## config.mk

```make
export PLATFORM = sky130hd
export DESIGN_NAME = frame_dual_fcs_checker_top
export DESIGN_NICKNAME = d
export VERILOG_FILES = /design/src/design/fdfc_pkg.sv /design/src/design/fdfc_front.sv /design/src/design/fdfc_queue.sv /design/src/design/fdfc_back.sv /design/src/design/frame_dual_fcs_checker_top.sv
export SDC_FILE = /design/constraint.sdc
export NUM_CORES = 1
export LEC_CHECK = 0
export BUFFER_PORTS_ARGS = -buffer_cell sky130_fd_sc_hd__buf_4
export CAP_MARGIN = 5
export CORE_ASPECT_RATIO = 2
export CORE_MARGIN = 8
export CORE_UTILIZATION = 34
export CTS_BUF_LIST = sky130_fd_sc_hd__clkbuf_4
export DETAILED_ROUTE_END_ITERATION = 8
export GPL_TIMING_DRIVEN = 0
export HOLD_SLACK_MARGIN = 0.02
export PLACE_DENSITY = 0.5
export SETUP_SLACK_MARGIN = 0.4
export SLEW_MARGIN = 30
export SYNTH_ARGS = -nofsm -noshare
export SYNTH_HDL_FRONTEND = slang
export SYNTH_HIERARCHICAL = 1
export SYNTH_SLANG_ARGS = --single-unit
```

## constraint.sdc

```tcl
create_clock -name clk_i -period 18.99 [get_ports clk_i]
set_clock_uncertainty 0.2 [all_clocks]
set_input_delay 5.697 -clock clk_i [delete_from_list [all_inputs] [get_ports clk_i]]
set_output_delay 5.697 -clock clk_i [all_outputs]
set_load 0.005 [all_outputs]
```

## src/design/fdfc_pkg.sv

```systemverilog
// fdfc_pkg: item types, constants, the byte-wise crc step and the ones'-complement
// add shared by the dual frame check sequence checker; no dependencies
package fdfc_pkg;

  localparam int unsigned CounterBitsDefault = 32;
  localparam int unsigned QueueDepthDefault  = 2;

  localparam logic [15:0] CrcPoly = 16'h8005;
  localparam logic [15:0] CrcMsb  = 16'h8000;
  localparam logic [15:0] AllOnes = 16'hFFFF;

  typedef struct packed {
    logic [7:0]  data_byte;
    logic        last_byte;
    logic [15:0] stored_checksum;
    logic [15:0] carried_crc;
  } in_item_t;

  typedef struct packed {
    logic [15:0] computed_checksum;
    logic [15:0] computed_crc;
    logic        checksum_ok;
    logic        crc_ok;
    logic        checksum_missed;
    logic [31:0] frames_seen;
    logic [31:0] checksum_accepts;
    logic [31:0] checksum_rejects;
    logic [31:0] crc_accepts;
    logic [31:0] crc_rejects;
  } out_item_t;

  // per-frame summary handed from front to back
  typedef struct packed {
    logic [15:0] computed_checksum;
    logic [15:0] computed_crc;
    logic [15:0] stored_checksum;
    logic [15:0] carried_crc;
  } frame_t;

  // msb-first crc-16 over one byte, eight shift steps
  function automatic logic [15:0] crc_byte(input logic [15:0] crc, input logic [7:0] b);
    logic [15:0] c;
    c = crc ^ {b, 8'h00};
    for (int i = 0; i < 8; i++) begin
      if ((c & CrcMsb) != 16'h0000) begin
        c = {c[14:0], 1'b0} ^ CrcPoly;
      end else begin
        c = {c[14:0], 1'b0};
      end
    end
    return c;
  endfunction

  // ones'-complement add with end-around carry
  function automatic logic [15:0] oc_add(input logic [15:0] acc, input logic [15:0] word);
    logic [16:0] s;
    logic [16:0] f;
    s = {1'b0, acc} + {1'b0, word};
    f = {1'b0, s[15:0]} + {16'h0000, s[16]};
    return f[15:0];
  endfunction

endpackage

```

## src/design/fdfc_front.sv

```systemverilog
// fdfc_front: takes frame bytes, keeps the running checksum and crc, and
// posts one frame summary per last byte; depends on fdfc_pkg
module fdfc_front import fdfc_pkg::*; (
  input  logic     clk_i,
  input  logic     rst_ni,
  input  logic     take_i,
  input  in_item_t item_i,
  output logic     post_o,
  output frame_t   frame_o
);

  logic [15:0] sum_q, sum_d;
  logic [15:0] crc_q, crc_d;
  logic [7:0]  high_q, high_d;
  logic        odd_q, odd_d;
  logic [15:0] word;
  logic [15:0] sum_new;
  logic [15:0] crc_new;

  always_comb begin
    crc_new = crc_byte(crc_q, item_i.data_byte);
    if (odd_q) begin
      word = {high_q, item_i.data_byte};
    end else begin
      word = {item_i.data_byte, 8'h00};
    end
    sum_new = oc_add(sum_q, word);

    sum_d  = sum_q;
    crc_d  = crc_q;
    high_d = high_q;
    odd_d  = odd_q;
    if (take_i) begin
      crc_d = crc_new;
      if (odd_q || item_i.last_byte) begin
        sum_d = sum_new;
        odd_d = 1'b0;
      end else begin
        high_d = item_i.data_byte;
        odd_d  = 1'b1;
      end
      if (item_i.last_byte) begin
        sum_d  = 16'h0000;
        crc_d  = 16'h0000;
        high_d = 8'h00;
        odd_d  = 1'b0;
      end
    end
  end

  assign post_o                    = take_i && item_i.last_byte;
  assign frame_o.computed_checksum = sum_new ^ AllOnes;
  assign frame_o.computed_crc      = crc_new;
  assign frame_o.stored_checksum   = item_i.stored_checksum;
  assign frame_o.carried_crc       = item_i.carried_crc;

  always_ff @(posedge clk_i or negedge rst_ni) begin
    if (!rst_ni) begin
      sum_q  <= 16'h0000;
      crc_q  <= 16'h0000;
      high_q <= 8'h00;
      odd_q  <= 1'b0;
    end else begin
      sum_q  <= sum_d;
      crc_q  <= crc_d;
      high_q <= high_d;
      odd_q  <= odd_d;
    end
  end

endmodule

```

## src/design/fdfc_queue.sv

```systemverilog
// fdfc_queue: short queue of frame summaries between front and back
// depends on fdfc_pkg
module fdfc_queue import fdfc_pkg::*; #(
  parameter int unsigned DEPTH = QueueDepthDefault
) (
  input  logic   clk_i,
  input  logic   rst_ni,
  input  logic   wr_i,
  input  frame_t wr_data_i,
  output logic   full_o,
  input  logic   rd_i,
  output logic   valid_o,
  output frame_t rd_data_o
);

  localparam int unsigned PtrW = (DEPTH > 1) ? $clog2(DEPTH) : 1;
  localparam int unsigned CntW = $clog2(DEPTH + 1);
  localparam logic [PtrW-1:0] LastPtr = PtrW'(DEPTH - 1);
  localparam logic [CntW-1:0] FullCnt = CntW'(DEPTH);

  frame_t          mem_q [DEPTH];
  logic [PtrW-1:0] wr_ptr_q, wr_ptr_d;
  logic [PtrW-1:0] rd_ptr_q, rd_ptr_d;
  logic [CntW-1:0] cnt_q, cnt_d;
  logic            do_wr, do_rd;

  assign full_o    = (cnt_q == FullCnt);
  assign valid_o   = (cnt_q != '0);
  assign rd_data_o = mem_q[rd_ptr_q];
  assign do_wr     = wr_i && !full_o;
  assign do_rd     = rd_i && valid_o;

  always_comb begin
    wr_ptr_d = wr_ptr_q;
    rd_ptr_d = rd_ptr_q;
    cnt_d    = cnt_q;
    if (do_wr) begin
      wr_ptr_d = (wr_ptr_q == LastPtr) ? '0 : wr_ptr_q + 1'b1;
    end
    if (do_rd) begin
      rd_ptr_d = (rd_ptr_q == LastPtr) ? '0 : rd_ptr_q + 1'b1;
    end
    if (do_wr && !do_rd) begin
      cnt_d = cnt_q + 1'b1;
    end else if (do_rd && !do_wr) begin
      cnt_d = cnt_q - 1'b1;
    end
  end

  always_ff @(posedge clk_i) begin
    if (do_wr) begin
      mem_q[wr_ptr_q] <= wr_data_i;
    end
  end

  always_ff @(posedge clk_i or negedge rst_ni) begin
    if (!rst_ni) begin
      wr_ptr_q <= '0;
      rd_ptr_q <= '0;
      cnt_q    <= '0;
    end else begin
      wr_ptr_q <= wr_ptr_d;
      rd_ptr_q <= rd_ptr_d;
      cnt_q    <= cnt_d;
    end
  end

endmodule

```

## src/design/fdfc_back.sv

```systemverilog
// fdfc_back: compares computed against stored values, keeps the saturating
// frame counters and holds the result register; depends on fdfc_pkg
module fdfc_back import fdfc_pkg::*; #(
  parameter int unsigned COUNTER_BITS = CounterBitsDefault
) (
  input  logic      clk_i,
  input  logic      rst_ni,
  input  logic      frame_valid_i,
  input  frame_t    frame_i,
  output logic      frame_take_o,
  input  logic      pop_i,
  output logic      empty_o,
  output out_item_t item_o
);

  localparam int unsigned WideW = (COUNTER_BITS > 32) ? COUNTER_BITS : 32;
  localparam logic [COUNTER_BITS-1:0] CntMax = '1;

  logic [COUNTER_BITS-1:0] frames_q, frames_d;
  logic [COUNTER_BITS-1:0] cs_acc_q, cs_acc_d;
  logic [COUNTER_BITS-1:0] cs_rej_q, cs_rej_d;
  logic [COUNTER_BITS-1:0] crc_acc_q, crc_acc_d;
  logic [COUNTER_BITS-1:0] crc_rej_q, crc_rej_d;
  logic [WideW-1:0]        frames_w, cs_acc_w, cs_rej_w, crc_acc_w, crc_rej_w;
  logic                    valid_q, valid_d;
  out_item_t               out_q, out_d;
  logic                    cs_ok, crc_ok;

  function automatic logic [COUNTER_BITS-1:0] sat_inc(input logic [COUNTER_BITS-1:0] c);
    return (c == CntMax) ? c : c + 1'b1;
  endfunction

  assign frame_take_o = frame_valid_i && (!valid_q || pop_i);
  assign empty_o      = !valid_q;
  assign item_o       = out_q;

  assign cs_ok  = (frame_i.computed_checksum == frame_i.stored_checksum);
  assign crc_ok = (frame_i.computed_crc == frame_i.carried_crc);

  always_comb begin
    frames_d  = frames_q;
    cs_acc_d  = cs_acc_q;
    cs_rej_d  = cs_rej_q;
    crc_acc_d = crc_acc_q;
    crc_rej_d = crc_rej_q;
    if (frame_take_o) begin
      frames_d = sat_inc(frames_q);
      if (cs_ok) begin
        cs_acc_d = sat_inc(cs_acc_q);
      end else begin
        cs_rej_d = sat_inc(cs_rej_q);
      end
      if (crc_ok) begin
        crc_acc_d = sat_inc(crc_acc_q);
      end else begin
        crc_rej_d = sat_inc(crc_rej_q);
      end
    end

    frames_w  = WideW'(frames_d);
    cs_acc_w  = WideW'(cs_acc_d);
    cs_rej_w  = WideW'(cs_rej_d);
    crc_acc_w = WideW'(crc_acc_d);
    crc_rej_w = WideW'(crc_rej_d);

    out_d.computed_checksum = frame_i.computed_checksum;
    out_d.computed_crc      = frame_i.computed_crc;
    out_d.checksum_ok       = cs_ok;
    out_d.crc_ok            = crc_ok;
    out_d.checksum_missed   = cs_ok && !crc_ok;
    out_d.frames_seen       = frames_w[31:0];
    out_d.checksum_accepts  = cs_acc_w[31:0];
    out_d.checksum_rejects  = cs_rej_w[31:0];
    out_d.crc_accepts       = crc_acc_w[31:0];
    out_d.crc_rejects       = crc_rej_w[31:0];

    valid_d = valid_q;
    if (frame_take_o) begin
      valid_d = 1'b1;
    end else if (pop_i) begin
      valid_d = 1'b0;
    end
  end

  always_ff @(posedge clk_i) begin
    if (frame_take_o) begin
      out_q <= out_d;
    end
  end

  always_ff @(posedge clk_i or negedge rst_ni) begin
    if (!rst_ni) begin
      frames_q  <= '0;
      cs_acc_q  <= '0;
      cs_rej_q  <= '0;
      crc_acc_q <= '0;
      crc_rej_q <= '0;
      valid_q   <= 1'b0;
    end else begin
      frames_q  <= frames_d;
      cs_acc_q  <= cs_acc_d;
      cs_rej_q  <= cs_rej_d;
      crc_acc_q <= crc_acc_d;
      crc_rej_q <= crc_rej_d;
      valid_q   <= valid_d;
    end
  end

endmodule

```

## src/design/frame_dual_fcs_checker_top.sv

```systemverilog
// frame_dual_fcs_checker_top: dual frame check (ones'-complement checksum
// and crc-16) over a byte stream; depends on fdfc_pkg, fdfc_front,
// fdfc_queue and fdfc_back
//
//   channel   direction  handshake           payload
//   input     in         push / full         in_item_i  (in_item_t)
//   result    out        empty / pop         out_item_o (out_item_t)
//
// one byte item is taken per cycle while the summary queue has room, set by
// the one-byte crc step and checksum fold; a frame result reaches the result
// ports by way of the summary queue, written when its last byte is taken,
// and then the result register, loaded once the back is free to take it
// reset clears sums, counters, queue pointers and the result flag at once
// a held result stalls only the back; bytes keep flowing until the summary
// queue fills, and then full stays high until the back frees a slot
module frame_dual_fcs_checker_top import fdfc_pkg::*; #(
  parameter int unsigned COUNTER_BITS = CounterBitsDefault,
  parameter int unsigned QUEUE_DEPTH  = QueueDepthDefault
) (
  input  logic      clk_i,
  input  logic      rst_ni,
  input  logic      push,
  output logic      full,
  input  in_item_t  in_item_i,
  output logic      empty,
  input  logic      pop,
  output out_item_t out_item_o
);

  logic   take;
  logic   post;
  frame_t post_frame;
  logic   q_full;
  logic   q_valid;
  logic   q_take;
  frame_t q_frame;

  // bytes are held off whenever the summary queue has no room
  assign full = q_full;
  assign take = push && !q_full;

  fdfc_front u_front (
    .clk_i   (clk_i),
    .rst_ni  (rst_ni),
    .take_i  (take),
    .item_i  (in_item_i),
    .post_o  (post),
    .frame_o (post_frame)
  );

  fdfc_queue #(
    .DEPTH (QUEUE_DEPTH)
  ) u_queue (
    .clk_i     (clk_i),
    .rst_ni    (rst_ni),
    .wr_i      (post),
    .wr_data_i (post_frame),
    .full_o    (q_full),
    .rd_i      (q_take),
    .valid_o   (q_valid),
    .rd_data_o (q_frame)
  );

  // compare, count and hold the result item
  fdfc_back #(
    .COUNTER_BITS (COUNTER_BITS)
  ) u_back (
    .clk_i         (clk_i),
    .rst_ni        (rst_ni),
    .frame_valid_i (q_valid),
    .frame_i       (q_frame),
    .frame_take_o  (q_take),
    .pop_i         (pop),
    .empty_o       (empty),
    .item_o        (out_item_o)
  );

endmodule

```

==> results.md <==
* # resized after CTS at 0
* Count leader, synth: edfxtp_1
* CTS Root Cell: clkbuf_4
* Crit path launch type: input port
* WL/cell at 18.1 µm
* Nets@finish at 1,985
* Prevailing post-synth register cell: edfxtp_1
* CP required at 19.41 ns
* R2R cell count at 21
* Fin util at 41.4%
* Pwr dens at 143 mW/mm²
* CP endpoint kind: flop
* Initial antenna violation count at 5
* Remaining global-route overflow at 0
* Switching share of power at 31.4%
* Worst Path Arrival at 10.18 ns
* Avg Cell Area, Syn at 14.3 µm²
* Hold Fails Final Rpt at 0
* Total Die Area at 0.0747 mm²
* Synthesized instance count at 1,564
* Synth warnings at 6
* Max clock buf depth at 3
* Most frequent cells after synthesis: 323 x edfxtp_1, 206 x dfrtp_1, 137 x xnor2_1
* H-tree depth at 4
* Worst-margin pin slew at 0.858 ns
* First-pass GRT wire length at 82,100 µm
* RSZ-0062 raised after global routing: false
* P&R area growth vs syn at 21.3%
* Top cell type by total area after synthesis: edfxtp_1
* Worst IR Drop VDD at 72.3 µV
* End of the worst hold path: u_back/cs_rej_q[27]
* Slew Limit Headroom at 42.3%
* Clk network pwr share at 26.2%
* Crit Path Max Fanout at 5
* Final setup vio count at 0
* Seq pwr share at 44.1%
* Worst Slack Setup Final at 9.22 ns
* DR iter-0 viols at 658
* Placement Rows at 133
* GRT Overall Usage at 14.2%
* CTS tree: done
* Vias/cell at 4.64
* Ys async rst share at 38.9%
* Vias in the first global route at 14,100
* Pre-CTS setup slack at 8.31 ns
* # Max-Cap Violations at 0
* Layout cells sized above 1 at 29.5%
* Routability cong. at 0.794
* Tcrit/Tclk final at 51.4%
* Crit Reg-Reg Endpoint: u_queue/mem_q[1][63]
* CTS clk-pin slew, worst paths at 0.07 ns
* Internal cell power at 2.65 mW
* Port bufs at 209
* Critical R2R Launch: u_front/odd_q
* Register area share after synthesis at 66.5%
* FMAX at 102 MHz
* Status: complete, no violations
* Finished Cell Area at 0.0271 mm²
* Die W at 197 µm
* Synth area leaders: edfxtp_1 43%, dfrtp_1 23%, xnor2_1 5.4%
* Final Max Tran Viols at 0
* Hold Crit Class: reg -> reg
* Setup Crit Path Kind: in -> reg
* Final WL at 52,600 µm
* CTS Buf Count at 130
* Core footprint at 0.0654 mm²
* Die H at 379 µm
* Setup TNS Final at 0 ns
* Fillers at 6,165
* Post-synth EDFFs at 323
* Worst-skew pair later-pin latency at 0.90 ns
* Placed Area at 0.0253 mm²
* DP Wirelength at 36,600 µm
* Crit path time final at 9.77 ns
* Psw at 1.21 mW
* Hold_sp: u_back/cs_rej_q[27]
* Yosys cell types at 82
* Logic pwr share at 29.7%
* Leakage power at 11.2 nW
* DRC at 0
* Flops & latches, synth at 529
* R2R Setup Slk at 13.11 ns
* Via count at 13,500
* CTS sink count at 529
* Post-Syn Area at 0.0223 mm²
* Setup Buffers After CTS at 0
* Initial core utilization at 34.2%
* Top cell type's share of synthesized area at 43.4%
* Hold depth at 1
* Number of hold buffers added after CTS at 0
* Net count after synthesis at 1,634
* Antenna viol nets, final at 0
* IO Count at 242
* Pre-antenna DRT Iters at 5
* Largest net degree at the start of global routing at 76
cells in the final DEF (no fill, tap or decap), drive strengths merged, types with 24 or more instances in the layout:
cell type	instances
dfrtp	206
mux2	78
edfxtp	323
nand2	87
nand3	66
o21ai	36
ha	24
clkbuf	209
clkinv	34
and3	38
nand4	65
nor2	56
buf	275
xnor2	137
xor2	94
nor3	28
inv	62
critical path: stages:
cell	delay (ns)
buf_4	0.13
and2_1	0.13
ha_1	0.20
inv_1	0.07
fa_1	0.40
and2b_1	0.26
o221ai_2	0.15
a22o_2	0.31
o22ai_4	0.24
a41oi_2	0.19
o21ai_0	0.22
a21o_1	0.22
ha_1	0.17
nand2b_1	0.07
or2_2	0.31
and4b_1	0.29
and2b_2	0.23
nand4_2	0.16
or4_1	0.45
xnor3_2	0.27
routing by layer:
| layer | vias to the layer above | global-route usage (%) | share of wire [%] |
|---|---|---|---|
| li1 | 6464 | - | - |
| met1 | 6517 | 18.2 | 44 |
| met2 | 406 | 21.9 | 45 |
| met3 | 84 | 5.19 | 8.2 |
| met4 | 0 | 5.17 | 2.2 |
| met5 | - | 0 | 0 |
how the worst max path moves through the flow:
stage / start / endpoint / slack [ns]
floorplan: pop / u_back/item_o[14] / 6.53
global placement: pop / u_back/item_o[12] / 1.64
detailed placement: in_item_i[33] / u_queue/mem_q[0][63] / 8.31
CTS: in_item_i[33] / u_front/sum_q[12] / 9.35
global route: in_item_i[33] / u_front/sum_q[12] / 9.02
finish: in_item_i[33] / u_queue/mem_q[1][63] / 9.22
per-stage QoR:
step	hold WS [ns]	cells	total power [mW]
2_1_floorplan	0.246	1564	2.40
3_3_place_gp	0.271	2650	2.92
3_5_place_dp	0.273	2660	2.91
4_1_cts	0.290	2895	3.97
5_1_grt	0.304	2899	4.13
6_report	0.283	2902	3.87
sequential cells by signal (all words and copies together), names as in the netlist:
register,count
u_back/item_o,195
u_queue/mem_q,128
u_back/crc_acc_q,32
u_back/crc_rej_q,32
u_back/cs_acc_q,32
u_back/cs_rej_q,32
u_back/frames_q,32
u_front/crc_q,16
u_front/sum_q,16
u_front/high_q,8
u_queue/cnt_q,2
u_back/valid_q,1
u_front/odd_q,1
u_queue/rd_ptr_q,1
u_queue/wr_ptr_q,1
kinds of logic (layout without fill, tap and decap cells):
logic type	after synthesis	count (layout)	share of synthesized area [%]
AO/OA/AOI/OAI	105	105	3.37
other	0	7	0
flip-flops	529	529	66.5
AND/OR/NAND/NOR	460	460	11.5
XOR/XNOR	232	232	9.16
adder cells (fa/ha/maj)	25	25	1.43
buffers and inverters	133	587	3.16
multiplexers	80	80	4.88
power by group through the flow:
stage                     Sequential, mW  Combinational (mW)  Clock (mW)
after floorplan                     1.74               0.660           0
after global placement              1.79                1.14           0
after detailed placement            1.73                1.18           0
after CTS                           1.71                1.19        1.07
after global routing                1.73                1.28        1.12
final                               1.70                1.15        1.01
area by class of cell:
type,count,area [µm²],share of cell area [%]
sequential,529,14900,54.8
tap,877,1100,4.05
antenna,7,17.5,0.0647
clock inverter,44,337,1.24
clock buffer,191,1430,5.29
timing repair buffer,219,1840,6.81
multi-input combinational,902,6800,25.1
buffer,74,485,1.79
inverter,59,226,0.836
Note: power is estimated with default switching activity, not from simulation.
